**src/rtl/pcm_pkg.sv**
```systemverilog
// Shared constants and controller-to-datapath command type for the 1x1 conv MAC.
`timescale 1ns / 1ps

package pcm_pkg;

    localparam int DEF_MAX_IN_CH  = 64;
    localparam int DEF_MAX_OUT_CH = 64;
    // sample_position is 6 bits wide, so no more than 64 input rows are reachable
    localparam int POS_LIMIT      = 64;

    localparam int CFG_W     = 7;
    localparam int CFG_IDX_W = 2;
    localparam int IDX_W     = 6;
    localparam int CNT_W     = 7;
    localparam int VAL_W     = 16;
    localparam int PROD_W    = 32;
    localparam int SUM_W     = 40;

    localparam int S_TDATA_W = 32;
    localparam int M_TDATA_W = 48;

    localparam logic [CFG_IDX_W-1:0] REG_IN_CH  = 2'd0;
    localparam logic [CFG_IDX_W-1:0] REG_OUT_CH = 2'd1;

    localparam logic CMD_WEIGHT = 1'b0;
    localparam logic CMD_SAMPLE = 1'b1;

    typedef struct packed {
        logic             wt_wr;      // write weight from the accepted word
        logic             smp_ld;     // capture sample value
        logic             acc_rd;     // issue one MAC read for channel ch
        logic             emit_ld;    // load output register from sum of channel ch
        logic             emit_last;  // channel ch is the final one of the pixel
        logic             clr_all;    // drop all accumulated sums
        logic [CNT_W-1:0] ch;         // current output channel
        logic [IDX_W-1:0] row;        // current input channel (weight row)
    } t_ctl;

endpackage

```
**src/rtl/pcm_ctrl.sv**
```systemverilog
// Controller: configuration registers, channel sequencing and pixel tracking.
`timescale 1ns / 1ps

module pcm_ctrl #(
    parameter int MAX_IN_CH  = pcm_pkg::DEF_MAX_IN_CH,
    parameter int MAX_OUT_CH = pcm_pkg::DEF_MAX_OUT_CH
) (
    input  logic                          i_clk,
    input  logic                          i_rst_n,
    input  logic                          i_in_valid,
    input  logic                          i_in_cmd,
    output logic                          o_in_ready,
    input  logic                          i_cfg_valid,
    input  logic [pcm_pkg::CFG_IDX_W-1:0] i_cfg_index,
    input  logic [pcm_pkg::CFG_W-1:0]     i_cfg_data,
    input  logic                          i_out_free,
    output pcm_pkg::t_ctl                 o_ctl
);

    import pcm_pkg::*;

    localparam int ROWS = (MAX_IN_CH < POS_LIMIT) ? MAX_IN_CH : POS_LIMIT;

    localparam logic [2:0] ST_IDLE = 3'd0;
    localparam logic [2:0] ST_ACC  = 3'd1;
    localparam logic [2:0] ST_DR1  = 3'd2;
    localparam logic [2:0] ST_DR2  = 3'd3;
    localparam logic [2:0] ST_EMRD = 3'd4;
    localparam logic [2:0] ST_EMLD = 3'd5;

    logic [2:0]       r_state, n_state;
    logic [CNT_W-1:0] r_ch, n_ch;
    logic [IDX_W-1:0] r_pos, n_pos;
    logic [CFG_W-1:0] r_in_ch;
    logic [CFG_W-1:0] r_out_ch;
    logic [CNT_W-1:0] w_nin;
    logic [CNT_W-1:0] w_nout;
    logic             w_accept;
    logic             w_ch_last;
    logic             w_pix_end;

    always_comb begin
        if (r_in_ch == '0) begin
            w_nin = CNT_W'(1);
        end else if (32'(r_in_ch) > ROWS) begin
            w_nin = CNT_W'(ROWS);
        end else begin
            w_nin = r_in_ch;
        end
        if (r_out_ch == '0) begin
            w_nout = CNT_W'(1);
        end else if (32'(r_out_ch) > MAX_OUT_CH) begin
            w_nout = CNT_W'(MAX_OUT_CH);
        end else begin
            w_nout = r_out_ch;
        end
    end

    assign o_in_ready = (r_state == ST_IDLE);
    assign w_accept   = i_in_valid && o_in_ready;
    assign w_ch_last  = ((r_ch + CNT_W'(1)) == w_nout);
    assign w_pix_end  = ((CNT_W'(r_pos) + CNT_W'(1)) >= w_nin);

    always_comb begin
        n_state = r_state;
        n_ch    = r_ch;
        n_pos   = r_pos;
        o_ctl   = '0;
        o_ctl.ch        = r_ch;
        o_ctl.row       = r_pos;
        o_ctl.emit_last = w_ch_last;
        case (r_state)
            ST_IDLE: begin
                if (w_accept) begin
                    if (i_in_cmd == CMD_SAMPLE) begin
                        o_ctl.smp_ld = 1'b1;
                        n_state      = ST_ACC;
                    end else begin
                        o_ctl.wt_wr = 1'b1;
                    end
                end
            end
            ST_ACC: begin
                o_ctl.acc_rd = 1'b1;
                if (w_ch_last) begin
                    n_ch    = '0;
                    n_state = ST_DR1;
                end else begin
                    n_ch = r_ch + CNT_W'(1);
                end
            end
            ST_DR1: begin
                n_state = ST_DR2;
            end
            ST_DR2: begin
                // last write of the sample lands at the end of this cycle
                if (w_pix_end) begin
                    n_pos   = '0;
                    n_state = ST_EMRD;
                end else begin
                    n_pos   = r_pos + IDX_W'(1);
                    n_state = ST_IDLE;
                end
            end
            ST_EMRD: begin
                if (i_out_free) begin
                    n_state = ST_EMLD;
                end
            end
            ST_EMLD: begin
                o_ctl.emit_ld = 1'b1;
                if (w_ch_last) begin
                    o_ctl.clr_all = 1'b1;
                    n_ch          = '0;
                    n_state       = ST_IDLE;
                end else begin
                    n_ch    = r_ch + CNT_W'(1);
                    n_state = ST_EMRD;
                end
            end
            default: begin
                n_state = ST_IDLE;
                n_ch    = '0;
            end
        endcase
    end

    always_ff @(posedge i_clk) begin
        if (!i_rst_n) begin
            r_state  <= ST_IDLE;
            r_ch     <= '0;
            r_pos    <= '0;
            r_in_ch  <= CFG_W'(1);
            r_out_ch <= CFG_W'(1);
        end else begin
            r_state <= n_state;
            r_ch    <= n_ch;
            r_pos   <= n_pos;
            if (i_cfg_valid) begin
                case (i_cfg_index)
                    REG_IN_CH:  r_in_ch  <= i_cfg_data;
                    REG_OUT_CH: r_out_ch <= i_cfg_data;
                    default:    ;
                endcase
            end
        end
    end

`ifndef SYNTHESIS
    a_pos_in_table: assert property (@(posedge i_clk) disable iff (!i_rst_n)
        32'(r_pos) < ROWS)
        else $error("sample position beyond the weight table");

    a_ch_in_range: assert property (@(posedge i_clk) disable iff (!i_rst_n)
        (r_state == ST_ACC || r_state == ST_EMLD) |-> (32'(r_ch) < MAX_OUT_CH))
        else $error("channel counter beyond the output channels");

    a_pixel_done: assert property (@(posedge i_clk) disable iff (!i_rst_n)
        (r_state == ST_EMLD && w_ch_last) |=> (r_state == ST_IDLE && r_ch == '0 && r_pos == '0))
        else $error("pixel did not close cleanly after its last result");
`endif

endmodule

```
**config.mk**
```make
export PLATFORM = sky130hd
export DESIGN_NAME = pcm_ctrl
export DESIGN_NICKNAME = d
export VERILOG_FILES = /design/src/rtl/pcm_pkg.sv /design/src/rtl/pcm_ctrl.sv
export SDC_FILE = /design/constraint.sdc
export NUM_CORES = 1
export LEC_CHECK = 0
export BUFFER_PORTS_ARGS = -buffer_cell sky130_fd_sc_hd__buf_2
export CORE_MARGIN = 10
export CORE_UTILIZATION = 25
export CTS_CLUSTER_SIZE = 28
export DETAILED_ROUTE_END_ITERATION = 7
export GPL_TIMING_DRIVEN = 0
export PLACE_DENSITY = 0.47
export SETUP_SLACK_MARGIN = 0.5
export SLEW_MARGIN = 20
export SYNTH_ARGS = -nofsm -noshare
export SYNTH_HDL_FRONTEND = slang
export SYNTH_SLANG_ARGS = --single-unit
```
**constraint.sdc**
```tcl
create_clock -name i_clk -period 2.45 [get_ports i_clk]
set_clock_uncertainty 0.05 [all_clocks]
set_input_delay 0.245 -clock i_clk [delete_from_list [all_inputs] [get_ports i_clk]]
set_output_delay 0.245 -clock i_clk [all_outputs]
set_load 0.005 [all_outputs]
```
==> metrics.md <==
| Metric | Value |
|---|---|
| Setup slack of the critical path after layout | 0.1289 ns |
| Critical Path RT | 2.61 ns |
| Unrepaired setup endpoints after global routing | true |
| Leading post-synthesis cells by instance count | 30 x sky130_fd_sc_hd__dfxtp_1, 29 x sky130_fd_sc_hd__nand2_1, 17 x sky130_fd_sc_hd__nor2b_1 |
| Total area of multi-input combinational cells | roughly 0.0014 mm^2 |
| Biggest area contributors in the synthesized netlist | sky130_fd_sc_hd__dfxtp_1 32%, sky130_fd_sc_hd__mux2i_1 7.6%, sky130_fd_sc_hd__ha_1 6.1% |
| Placed cell count | 358 |
| Final core occ | 0.3693 |
| Proportion of layout cells with a drive suffix above 1 | 0.3865 |
| # fillers | 739 |
| Slowest cell delay on critical path | 0.37 ns |
| PwrDens | approximately 550 mW/mm^2 |
| Class of the tightest hold or removal check | input pin to flip-flop |
| Kind of capture point of the worst setup path | flip-flop |
| Start-to-end type of the worst setup path | flip-flop to flip-flop |
| Critical-path top delay cell | sky130_fd_sc_hd__dfxtp_4 |
| Final hold violation count | 0 |
| Via count of the first global-routing pass | 1704 |
| Initial DRC Count | 19 |
| Port Buffer Count | 33 |
| Share of flip-flops with an asynchronous set or reset | 0 |
| Synthesized area per cell | 8.210 um^2 |
| Top Family by Delay on Critical Path | simple AND/OR/NAND/NOR gates |
| Combined flip-flop and latch cell area | ~630 um^2 |
| Post-Synthesis Net Count | 250 |
| Top cell type's share of synthesized area | 0.3237 |
| Starting Density | 0.2558 |
| Aggregate negative setup slack | 0 ns |
| Startpoint Class | flip-flop |
| First-pass GRT wire length | 8.162 mm |
| CP most frequent cell | sky130_fd_sc_hd__and3_4 |
| Period Utilization, post-route | 0.9474 |
| Cell type contributing the most total cell area after synthesis | sky130_fd_sc_hd__dfxtp_1 |
| Adder and majority cell fraction of the synthesized area | 0.06069 |
| Global-route total usage across every layer | 0.08720 |
| Reg clk slew, reported paths | 0.07 ns |
| Full die area | about 0.011 mm^2 |
| Final max-slew violation count | 0 |
| Crit path buffers/inverters | 0 |
| # DRC | 0 |
| Arrival time at the worst endpoint | between 2 and 2.5 ns |
| Insertion delay of the later-clocked pin in the worst-skew pair | 0.29 ns |
| Primary flip-flop cell chosen by synthesis mapping | sky130_fd_sc_hd__dfxtp_1 |
| IR Drop Worst-Case VDD | around 0.21 mV |
| Xor/xnor share of the synthesized area | 0.05664 |
| Horizontal die dimension | 106.2 um |
| Largest family of logic cells by synthesized area | simple AND/OR/NAND/NOR gates |
| Highest fanout seen on the critical path | 7 |
| Antenna Cells | 0 |
| Routed length per placed instance | 13.64 um |
| Total detailed-routing wirelength | ~5.2 mm |
| Final net count | 305 |
| Core Region | 0.007253 mm^2 |
| Largest net degree at the start of global routing | 11 |
| Via count | between 1500 and 2000 |
| Post-synthesis share of cell area spent on and, or, nand and nor gates | 0.3149 |
| Pleak | 1.085 nW |
| Fmax | 430.8 MHz |
| CTS root buffer | sky130_fd_sc_hd__clkbuf_8 |
| Inserted Clock Buffers | 5 |
| Iteration count of the initial detailed-routing pass | 5 |
| Number of antenna violations at the first check in global routing | 0 |
| Number of warnings reported in the yosys synthesis log | 0 |
| Rel. slew slack | 0.6323 |
| # setup viols final | 0 |
| Number of H-tree branching levels | 2 |
| Dpl ws | between 0.02 and 0.025 ns |
| Multiplexer fraction of the synthesized cell area | 0.07552 |
| Cells after synthesis | 226 |
| Overall overflow remaining after global route | 0 |
| Status | complete, no violations |
| Max Cap Violations | 0 |
| P&R area growth vs syn | 44.37% |
| Final GP Congestion | between 0.7 and 0.8 |
| Post-synth EDFFs | 0 |
| Compound-cell area share of the yosys netlist | 0.1382 |
| Hold buffer count at cts | 0 |
| Clk sinks | 30 |
| Post-detailed-route via-to-cell ratio | 4.622 |
| Cell row count | 31 |
| CTS tree | done |
| Crit path time final | 2.321 ns |
| Smallest hold slack | 0.1442 ns |
| Ports placed on the boundary | 35 |
| Dominant cell by count in the synthesized netlist | sky130_fd_sc_hd__dfxtp_1 |
| Part of the Yosys area used for sequential elements | 0.3237 |
| Post-detailed-placement half-perimeter wirelength | 3.664 mm |
| Worst slew pin tran | 0.5492 ns |
| Clock tree buffer depth | 2 |
| Final non-filler cell total | 381 |
| Die height | 106.2 um |
| Final antenna-violating net count | 0 |
| Flip-flop and latch count after synthesis | 30 |
| Mapped cell area | 0.001856 mm^2 |
| Synth cell types | 45 |
| Critical path, cell by cell | and3_4 -> and3_4 -> xor2_2 -> ha_4 -> a21o_1 -> a21oi_2 -> o211ai_1 -> nor2_2 -> nand3b_1 -> a21boi_1 |
## report_power, final
| group | total [mW] | internal [mW] | leakage [nW] | switching, mW |
|---|---|---|---|---|
| Combinational | 0.349 | 0.185 | 0.765 | 0.164 |
| Sequential | 0.522 | 0.500 | 0.250 | 0.0213 |
| Clock | 0.596 | 0.393 | 0.0696 | 0.203 |
## stage by stage
stage               total power, mW  cell area, um^2
finish                        1.467             2679
global route                  1.540             2679
CTS                           1.411             2455
detailed placement           0.7680             2193
global placement             0.7659             2193
floorplan                    0.6904             1904
## cell type report
| class | instances | area share |
|---|---|---|
| multi-input combinational | 183 | 0.5306 |
| sequential | 30 | 0.2349 |
| timing repair buffer | 48 | 0.1140 |
| tap | 99 | 0.04624 |
| clock buffer | 7 | 0.04017 |
| buffer | 10 | 0.01868 |
| clock inverter | 1 | 0.01121 |
| inverter | 3 | 0.004204 |
## cell families after synthesis
group,Yosys count
muxes,14
DFF,30
xor gates and xnor gates,12
and+or+nand+nor,109
buffers and inverters,13
adders and majority gates,9
AOI/OAI and AO/OA,39
## worst min-delay path, stage by stage
cell                      delay, ns
sky130_fd_sc_hd__buf_2         0.09
sky130_fd_sc_hd__mux2i_1       0.06
sky130_fd_sc_hd__nand2_1       0.05
## layer usage
metal | part of all wire | vias up | GRT usage
li1 | - | 903 | -
met2 | 0.51 | 28 | 0.1462
met3 | 0.047 | 6 | 0.03261
met4 | 0.011 | 0 | 0.02901
met1 | 0.43 | 824 | 0.1001
met5 | 0 | - | 0
## layout by cell type, fill, tap and decap left out, types with 2 or more instances in the layout
| cell | synthesis | routed |
|---|---|---|
| sky130_fd_sc_hd__and3_4 | 0 | 3 |
| sky130_fd_sc_hd__buf_4 | 2 | 13 |
| sky130_fd_sc_hd__clkbuf_8 | 0 | 6 |
| sky130_fd_sc_hd__and2_1 | 4 | 3 |
| sky130_fd_sc_hd__buf_6 | 0 | 5 |
| sky130_fd_sc_hd__o21ai_1 | 0 | 2 |
| sky130_fd_sc_hd__nor2_2 | 0 | 2 |
| sky130_fd_sc_hd__nor3_1 | 3 | 2 |
| sky130_fd_sc_hd__nand2b_4 | 0 | 4 |
| sky130_fd_sc_hd__nand2b_1 | 8 | 4 |
| sky130_fd_sc_hd__ha_1 | 9 | 5 |
| sky130_fd_sc_hd__a22oi_1 | 3 | 2 |
| sky130_fd_sc_hd__dfxtp_2 | 0 | 5 |
| sky130_fd_sc_hd__o21ai_0 | 9 | 6 |
| sky130_fd_sc_hd__ha_4 | 0 | 4 |
| sky130_fd_sc_hd__xor2_1 | 4 | 3 |
| sky130_fd_sc_hd__clkbuf_1 | 7 | 6 |
| sky130_fd_sc_hd__a21oi_1 | 10 | 4 |
| sky130_fd_sc_hd__nand3_1 | 6 | 6 |
| sky130_fd_sc_hd__xnor2_1 | 8 | 7 |
| sky130_fd_sc_hd__a21oi_2 | 0 | 6 |
| sky130_fd_sc_hd__buf_2 | 0 | 31 |
| sky130_fd_sc_hd__a21boi_1 | 0 | 3 |
| sky130_fd_sc_hd__nand3b_1 | 6 | 6 |
| sky130_fd_sc_hd__dfxtp_1 | 30 | 19 |
| sky130_fd_sc_hd__nor3_2 | 1 | 2 |
| sky130_fd_sc_hd__or3_1 | 2 | 2 |
| sky130_fd_sc_hd__nor2b_1 | 17 | 16 |
| sky130_fd_sc_hd__mux2i_1 | 14 | 14 |
| sky130_fd_sc_hd__nor2_1 | 16 | 13 |
| sky130_fd_sc_hd__dfxtp_4 | 0 | 6 |
| sky130_fd_sc_hd__and3_1 | 6 | 3 |
| sky130_fd_sc_hd__a21o_1 | 4 | 4 |
| sky130_fd_sc_hd__nand2_1 | 29 | 28 |
| sky130_fd_sc_hd__nand4_1 | 2 | 2 |
| sky130_fd_sc_hd__inv_1 | 2 | 2 |
## flip-flops by register name, indices dropped and copies added (netlist names)
name and count:
r_state 3, r_pos 6, r_ch 7, r_out_ch 7, r_in_ch 7
## final timing paths
kind                                     from           to  slack, ns  cells past startpoint
worst max-delay path                 r_pos[1]     r_pos[5]       0.13                     10
worst max register to register       r_pos[1]     r_pos[5]       0.13                     10
worst min-delay path            i_cfg_data[0]  r_out_ch[0]       0.14                      3
worst min register to register     r_in_ch[0]   r_in_ch[0]       0.45                      2
## repair_timing
item | in CTS | in global routing
gates resized for setup | 16 | 39
endpoints found under the setup margin | 16 | 19
hold endpoints to repair | 0 | 0
pin swaps | 13 | 16
buffers inserted | 9 | 6
No activity file was read; power rests on OpenSTA's default activity.
